`src/hdl/usbidm_pkg.sv`:
```
// Shared types, constants and codes for the USB device-ID match table.
package usbidm_pkg;

    localparam int TABLE_DEPTH = 64;
    localparam int CNT_W       = $clog2(TABLE_DEPTH + 1);

    localparam logic OP_LOAD  = 1'b0;
    localparam logic OP_QUERY = 1'b1;

    localparam logic [1:0] ST_LOADED  = 2'd0;
    localparam logic [1:0] ST_FULL    = 2'd1;
    localparam logic [1:0] ST_MATCH   = 2'd2;
    localparam logic [1:0] ST_NOMATCH = 2'd3;

    localparam int FL_VENDOR  = 0;
    localparam int FL_PRODUCT = 1;
    localparam int FL_CODE0   = 4;
    localparam int NUM_CODES  = 6;

    typedef struct packed {
        logic [9:0]  flags;
        logic [15:0] vendor_id;
        logic [15:0] product_id;
        logic [47:0] codes;
        logic [15:0] module_num;
    } t_entry;

    typedef struct packed {
        logic [15:0] vendor_id;
        logic [15:0] product_id;
        logic [47:0] codes;
    } t_query;

    typedef struct packed {
        logic        hit;
        logic [15:0] module_num;
    } t_token;

    typedef struct packed {
        logic load;
        logic capture;
        logic advance;
    } t_cell_ctrl;

endpackage

```
`src/hdl/usbidm_cell.sv`:
```
// One table cell: holds an entry, compares it to a query and shifts its match token.
module usbidm_cell
    import usbidm_pkg::*;
(
    input  logic       i_clk,
    input  t_cell_ctrl i_ctrl,
    input  t_entry     i_entry,
    input  t_query     i_query,
    input  t_token     i_tok_next,
    output t_entry     o_entry,
    output t_token     o_tok
);

    t_entry r_entry;
    t_token r_tok;
    logic   w_match;

    always_comb begin
        w_match = (!r_entry.flags[FL_VENDOR] || (r_entry.vendor_id == i_query.vendor_id))
               && (!r_entry.flags[FL_PRODUCT] || (r_entry.product_id == i_query.product_id));
        for (int b = 0; b < NUM_CODES; b++) begin
            if (r_entry.flags[FL_CODE0 + b] &&
                (r_entry.codes[40 - 8 * b +: 8] != i_query.codes[40 - 8 * b +: 8])) begin
                w_match = 1'b0;
            end
        end
    end

    always_ff @(posedge i_clk) begin
        if (i_ctrl.load) begin
            r_entry <= i_entry;
        end
        if (i_ctrl.capture) begin
            r_tok.hit        <= w_match;
            r_tok.module_num <= r_entry.module_num;
        end else if (i_ctrl.advance) begin
            r_tok <= i_tok_next;
        end
    end

    assign o_entry = r_entry;
    assign o_tok   = r_tok;

endmodule
```
`config.mk`:
```
export PLATFORM = sky130hd
export DESIGN_NAME = usbidm_cell
export DESIGN_NICKNAME = d
export VERILOG_FILES = /design/src/hdl/usbidm_pkg.sv /design/src/hdl/usbidm_cell.sv
export SDC_FILE = /design/constraint.sdc
export NUM_CORES = 1
export LEC_CHECK = 0
export BUFFER_PORTS_ARGS = -buffer_cell sky130_fd_sc_hd__clkbuf_2
export CAP_MARGIN = 10
export CORE_AREA = 2 2 129 131
export CTS_CLUSTER_DIAMETER = 50
export DETAILED_ROUTE_END_ITERATION = 7
export DIE_AREA = 0 0 131 133
export PLACE_DENSITY_LB_ADDON = 0.1
export SYNTH_ARGS = -nofsm -noshare
export SYNTH_HDL_FRONTEND = slang
export SYNTH_SLANG_ARGS = --single-unit
```
`constraint.sdc`:
```
create_clock -name i_clk -period 1.65 [get_ports i_clk]
set_input_delay 0.0825 -clock i_clk [delete_from_list [all_inputs] [get_ports i_clk]]
set_output_delay 0.0825 -clock i_clk [all_outputs]
set_load 0.02 [all_outputs]
```
# Word level (Yosys, flattened, before mapping)
# Index checks and enable logic that the tools add are counted.
dict set report totals {
  in_bits 207
  reg_bits 123
  elab_cells 35
  out_inout_bits 123
}
dict set report op_classes {
  n_eq_ne 8
  reduce_logical 12
  n_mux 8
}
# operator count
set ops {}
lappend ops {{$ne A8 B8 Y1} 6}
lappend ops {{$mux W17} 2}
lappend ops {{$eq A16 B16 Y1} 2}
lappend ops {{$logic_and A1 B1 Y1} 7}
lappend ops {{$mux W1} 6}
lappend ops {{$logic_not A1 Y1} 2}
lappend ops {{$logic_or A1 B1 Y1} 2}
lappend ops {{$reduce_bool A2 Y1} 1}

# Depth between registers and ports, before layout
dict set report depth {
  depth_word 10
  depth_mapped 5
  mapped_depth_nobuf 5
}

# Worst setup path after synthesis
# Ideal clock, no wire load.
dict set report synth_path {
  kind {register -> register}
  from {register r_entry (netlist bit o_entry[90])}
  to {register r_tok (netlist bit o_tok[16]), data pin}
  required_time_ps 1480
  setup_time_ps 170
  period_less_slack_ps 1530
  arrival_time_ps 1360
  path_buffers 0
  path_stages_with_launch 6
  setup_slack_ps 120
  path_cell_list {edfxtp_1 -> xnor2_1 -> nand4_1 -> o41ai_2 -> nand2_1 -> o32ai_2}
}
dict set report synth_via {
  elab_chain_len 10
}
# item line
set synth_rtl {}
lappend synth_rtl {{from (decl)} usbidm_cell.sv:14} ;# t_entry r_entry;
lappend synth_rtl {{from (signal assigned)} usbidm_cell.sv:31} ;# r_entry <= i_entry;
lappend synth_rtl {{$eq A16 B16 Y1} usbidm_cell.sv:19} ;# w_match = (!r_entry.flags[FL_VENDOR] || (r_entry.vendor_id == i_query.vendor_id))
lappend synth_rtl {{$logic_or A1 B1 Y1} usbidm_cell.sv:19}
lappend synth_rtl {{$logic_and A1 B1 Y1} usbidm_cell.sv:20} ;# && (!r_entry.flags[FL_PRODUCT] || (r_entry.product_id == i_query.product_id));
lappend synth_rtl {{$mux W1 (6 in a row)} usbidm_cell.sv:22} ;# if (r_entry.flags[FL_CODE0 + b] &&
lappend synth_rtl {{$mux W17} usbidm_cell.sv:33} ;# if (i_ctrl.capture) begin
lappend synth_rtl {{to (signal assigned)} usbidm_cell.sv:37} ;# r_tok <= i_tok_next;
lappend synth_rtl {{to (decl)} usbidm_cell.sv:15} ;# t_token r_tok;
# Every way passes these cells.
# A chain may end at the register's enable or synchronous reset.

# Worst setup path in the final report
dict set report layout_path {
  from {register r_entry (netlist bit o_entry[91])}
  to {register r_tok (netlist bit o_tok[16]), data pin}
}
# The elaborated chain is that of the path after synthesis.

==> reports/results.txt <==
The flow ran to the end, and the final reports show no timing, DRC or antenna violations. The area of the core was 16200 sq um. The critical path ends at o_tok[16]$_DFFE_PP_. The run gives 0 as the detailed-route DRC error count. The count of final hold-check violations was 0. The net count reported at finish was 938; the register bit count reported by yosys was 123. Synthesis instantiated 12 different standard cells from the library. The power share of the combinational group is 15.9%, and the switching fraction of total power is 24.6%. Measured along the x axis, the die boundary spans 131 microns. Number of buffers on the longest clock path: 2. Startpoint of the most critical setup path: o_entry[91]$_DFFE_PP_. For the worst setup path, the data required time is 1.89 ns. Entering global routing, the biggest net connects 62 pins.

The via count of the first global-routing pass was 4375. The worst setup path is captured at a flop. The run gives 0 as the total of max-cap violations. The post-layout instance count excluding filler cells was 964. For the number of iterations in the first detailed-routing pass, the log shows 4. The average instance area after synthesis came out at 18.9 sq um. Total of warnings raised by yosys: 0. The logs give 462 for the synthesized net count and 1.83 ns for the signal arrival time at the worst endpoint. For this design the total switching power over the nets is 2290 uW. At the later pin of the worst-skew pair, clock insertion delay measures 0.41 ns.

Traced cell by cell, the critical path runs through xnor2_1, nand4_1, o41ai_2, nand2_1, o32ai_2. The tools report the number of diodes as 0. Clock tree synthesis found a total of 123 sinks. Setup repair after global routing could not meet its margin everywhere. The first global-routing pass estimated 21700 microns of wire. After detailed routing, the average wire length per cell comes to 14.9 microns.

The worst-case register-to-register setup slack is 0.06 ns. The multi-input gate area in the final layout was 1140 sq um. Clock-pin slew reported for the worst setup and hold paths after clock tree synthesis: 0.06 ns.

In this run the critical register-to-register path is launched from o_entry[91]$_DFFE_PP_. Netlist area before placement: 4810 sq um. For the pin with the worst max-slew slack, the measured transition is 0.423 ns. The remaining number of nets flagged by the antenna check after routing is 0, and the number of levels in the clock H-tree is 4. The initial utilization of the core area, before any placement, comes to 29.8%.

The global-route usage over all layers is 16.6%, and the cell-internal power is 7030 uW. In this run the critical register-to-register path is captured at o_tok[16]$_DFFE_PP_. Including well taps, the total number of placed cells is 808.

The critical-path cell with the highest stage delay is sky130_fd_sc_hd__edfxtp_1. STA classifies the critical path startpoint as a flop. Per report_power, the sequential group accounts for 41.8% of the total. The max-slew violation total from the final report is 0, and the signed area change from the synthesized netlist to the final layout is 80.7%.

Summing the areas of all compound-gate instances in the mapped netlist gives 1.64% of the synthesized area. The logs give 630 MHz for the maximum clock frequency and 17400 sq um for the area enclosed by the die boundary. The run gives 76.7% as the proportion of synthesized chip area in sequential cells.

In the final layout, flip-flops and latches occupy 3690 sq um. The critical path is of the flop to flop type. XOR/XNOR share of the synthesized area: 14.6%. For this design the top-level I/O count stands at 330. The worst hold path class was input pin to flop.

The number of standard cells after synthesis was 255; the via-per-instance ratio was 4.10. The clock root buffer was sky130_fd_sc_hd__clkbuf_16. The final route contains 3956 vias.

Counting the buffers created by CTS gives 17. The share of synthesized cell area in full adder, half adder and majority cells works out to 0%. For the final routed database, the setup TNS stands at 0 ns.

The portion of netlist area occupied by mux cells was 3.74%; the length in cells of the worst reg-to-reg path was 5. The fraction of power consumed by the clock network is 42.3%, and the delay of the slowest cell on the worst path is 0.41 ns. For the final estimated routing congestion in global placement, the log shows 0.747. Measured against its own limit, the worst slew margin works out to 71.8%. Detailed placement ended at an HPWL of 10800 microns. The count of endpoints failing setup in the final report is 0, and the final total power is 9320 uW. The share of the clock period used by the worst path came out at 96.2%.

The floorplan step set the die height to 133 microns. Summed over all cells, the static leakage comes to 0.00372 uW. The cell area power density was 1070 nW/um^2; the peak supply drop was 0.000623 V.

Across the routed clock network, the largest skew measured is 0.00590 ns. The worst path needs 1.59 ns of the cycle, external delays included. For this block, the initial DRC count from the detailed router was 133. After Yosys synthesis, and, or, nand and nor cells account for 3.04% of the synthesized area. TritonCTS built the clock tree. Along the worst path, the maximum fanout reaches 2. The floorplan has 47 rows. Buffers placed on the I/O ports in this run total 329. The share of layout cells above drive strength 1 was 52.7%. After filler insertion, the fill cell instance count of the layout stands at 1387. The initial antenna violation count was 0.

The largest family of logic cells by synthesized area is XOR/XNOR gates. The routed design has 14300 microns of wire. For this run the aggregate overflow at the end of global routing stands at 0.
[cells by family (layout without fill, tap and decap cells)]
logic type | after synthesis | count (layout)
simple gates | 24 | 24
compound gates | 9 | 9
mux | 16 | 16
flops | 123 | 123
xor+xnor | 80 | 80
buf+inv | 3 | 492
[registers in the layout, summed over array words and instances, names as in the netlist]
signal / cells
o_tok: 17
o_entry: 106
[Yosys cell counts, drive strengths merged]
cell type	number	area, sq um
inv	1	3.75
o21ai	6	30.0
nand3	1	5.00
nand2	1	3.75
buf	2	10.0
nand4	21	131
mux2	16	180
or2	1	6.26
o32ai	1	16.3
edfxtp	123	3690
xnor2	80	701
o41ai	2	32.5
[per-layer routing]
layer  global-route usage [%]  up-vias  wire length, microns
li1                         -     1934                     -
met1                     17.4     1782                  5270
met2                     28.6      213                  7230
met3                     6.96       27                  1420
met4                     7.92        0                   416
met5                        0        -                     0
[per-stage QoR]
stage / hold slack, ns / setup WS, ns / util [%] / area (sq um)
floorplan: 0.181 / 0.120 / - / 4810
global placement: 0.259 / -0.0694 / 42.0 / 6800
detailed placement: 0.261 / -0.0763 / 42.0 / 6800
CTS: 0.0140 / 0.00186 / 53.6 / 8660
global route: 0.0297 / -0.0539 / 53.8 / 8700
finish: 0.0396 / 0.0634 / 53.8 / 8700
[timing repair]
item,4_1_cts,5_1_grt
pin swaps,2,5
hold endpoints to repair,123,0
gates cloned,0,0
setup buffers,0,1
setup endpoints to repair,1,1
hold buffers,123,0
resized for setup,5,4
[power groups by stage]
stage	combinational, uW	sequential [uW]	clock [uW]
2_1_floorplan	285	4260	0
3_3_place_gp	1250	3940	0
3_5_place_dp	1250	3950	0
4_1_cts	1490	3890	4050
5_1_grt	1600	3920	4170
6_report	1480	3890	3950
[critical path: cells and delay by family (launching register included)]
family	cells	cell delay, ns
AOI/OAI and AO/OA	2	0.61
DFF	1	0.41
and+or+nand+nor	2	0.25
xor gates and xnor gates	1	0.15
[how the worst min path moves through the flow]
stage | start | end | slack, ns | cells past startpoint
2_1_floorplan | i_entry[0] | o_entry[0]$_DFFE_PP_ | 0.18 | 0
3_3_place_gp | i_entry[30] | o_entry[30]$_DFFE_PP_ | 0.26 | 1
3_5_place_dp | i_entry[59] | o_entry[59]$_DFFE_PP_ | 0.26 | 1
4_1_cts | i_tok_next[16] | o_tok[16]$_DFFE_PP_ | 0.01 | 3
5_1_grt | i_tok_next[16] | o_tok[16]$_DFFE_PP_ | 0.03 | 3
6_report | i_tok_next[16] | o_tok[16]$_DFFE_PP_ | 0.04 | 3
[layout make-up]
cell class | count | share of cell area [%]
clock buffer | 18 | 4.93
clock inverter | 14 | 2.24
inverter | 1 | 0.0432
multi-input combinational | 129 | 13.1
sequential | 123 | 42.5
tap | 220 | 3.16
timing repair buffer | 459 | 34.0
[placed cells by master (no fill, tap or decap), drive strengths merged]
master,count
xnor2,80
clkinvlp,4
mux2,16
clkinv,4
dlygate4sd3,123
o41ai,2
o21ai,6
bufinv,4
nand2,1
nand3,1
o32ai,1
buf,8
inv,3
or2,1
edfxtp,123
nand4,21
clkbuf,346
(Power assumes the default switching activity.)
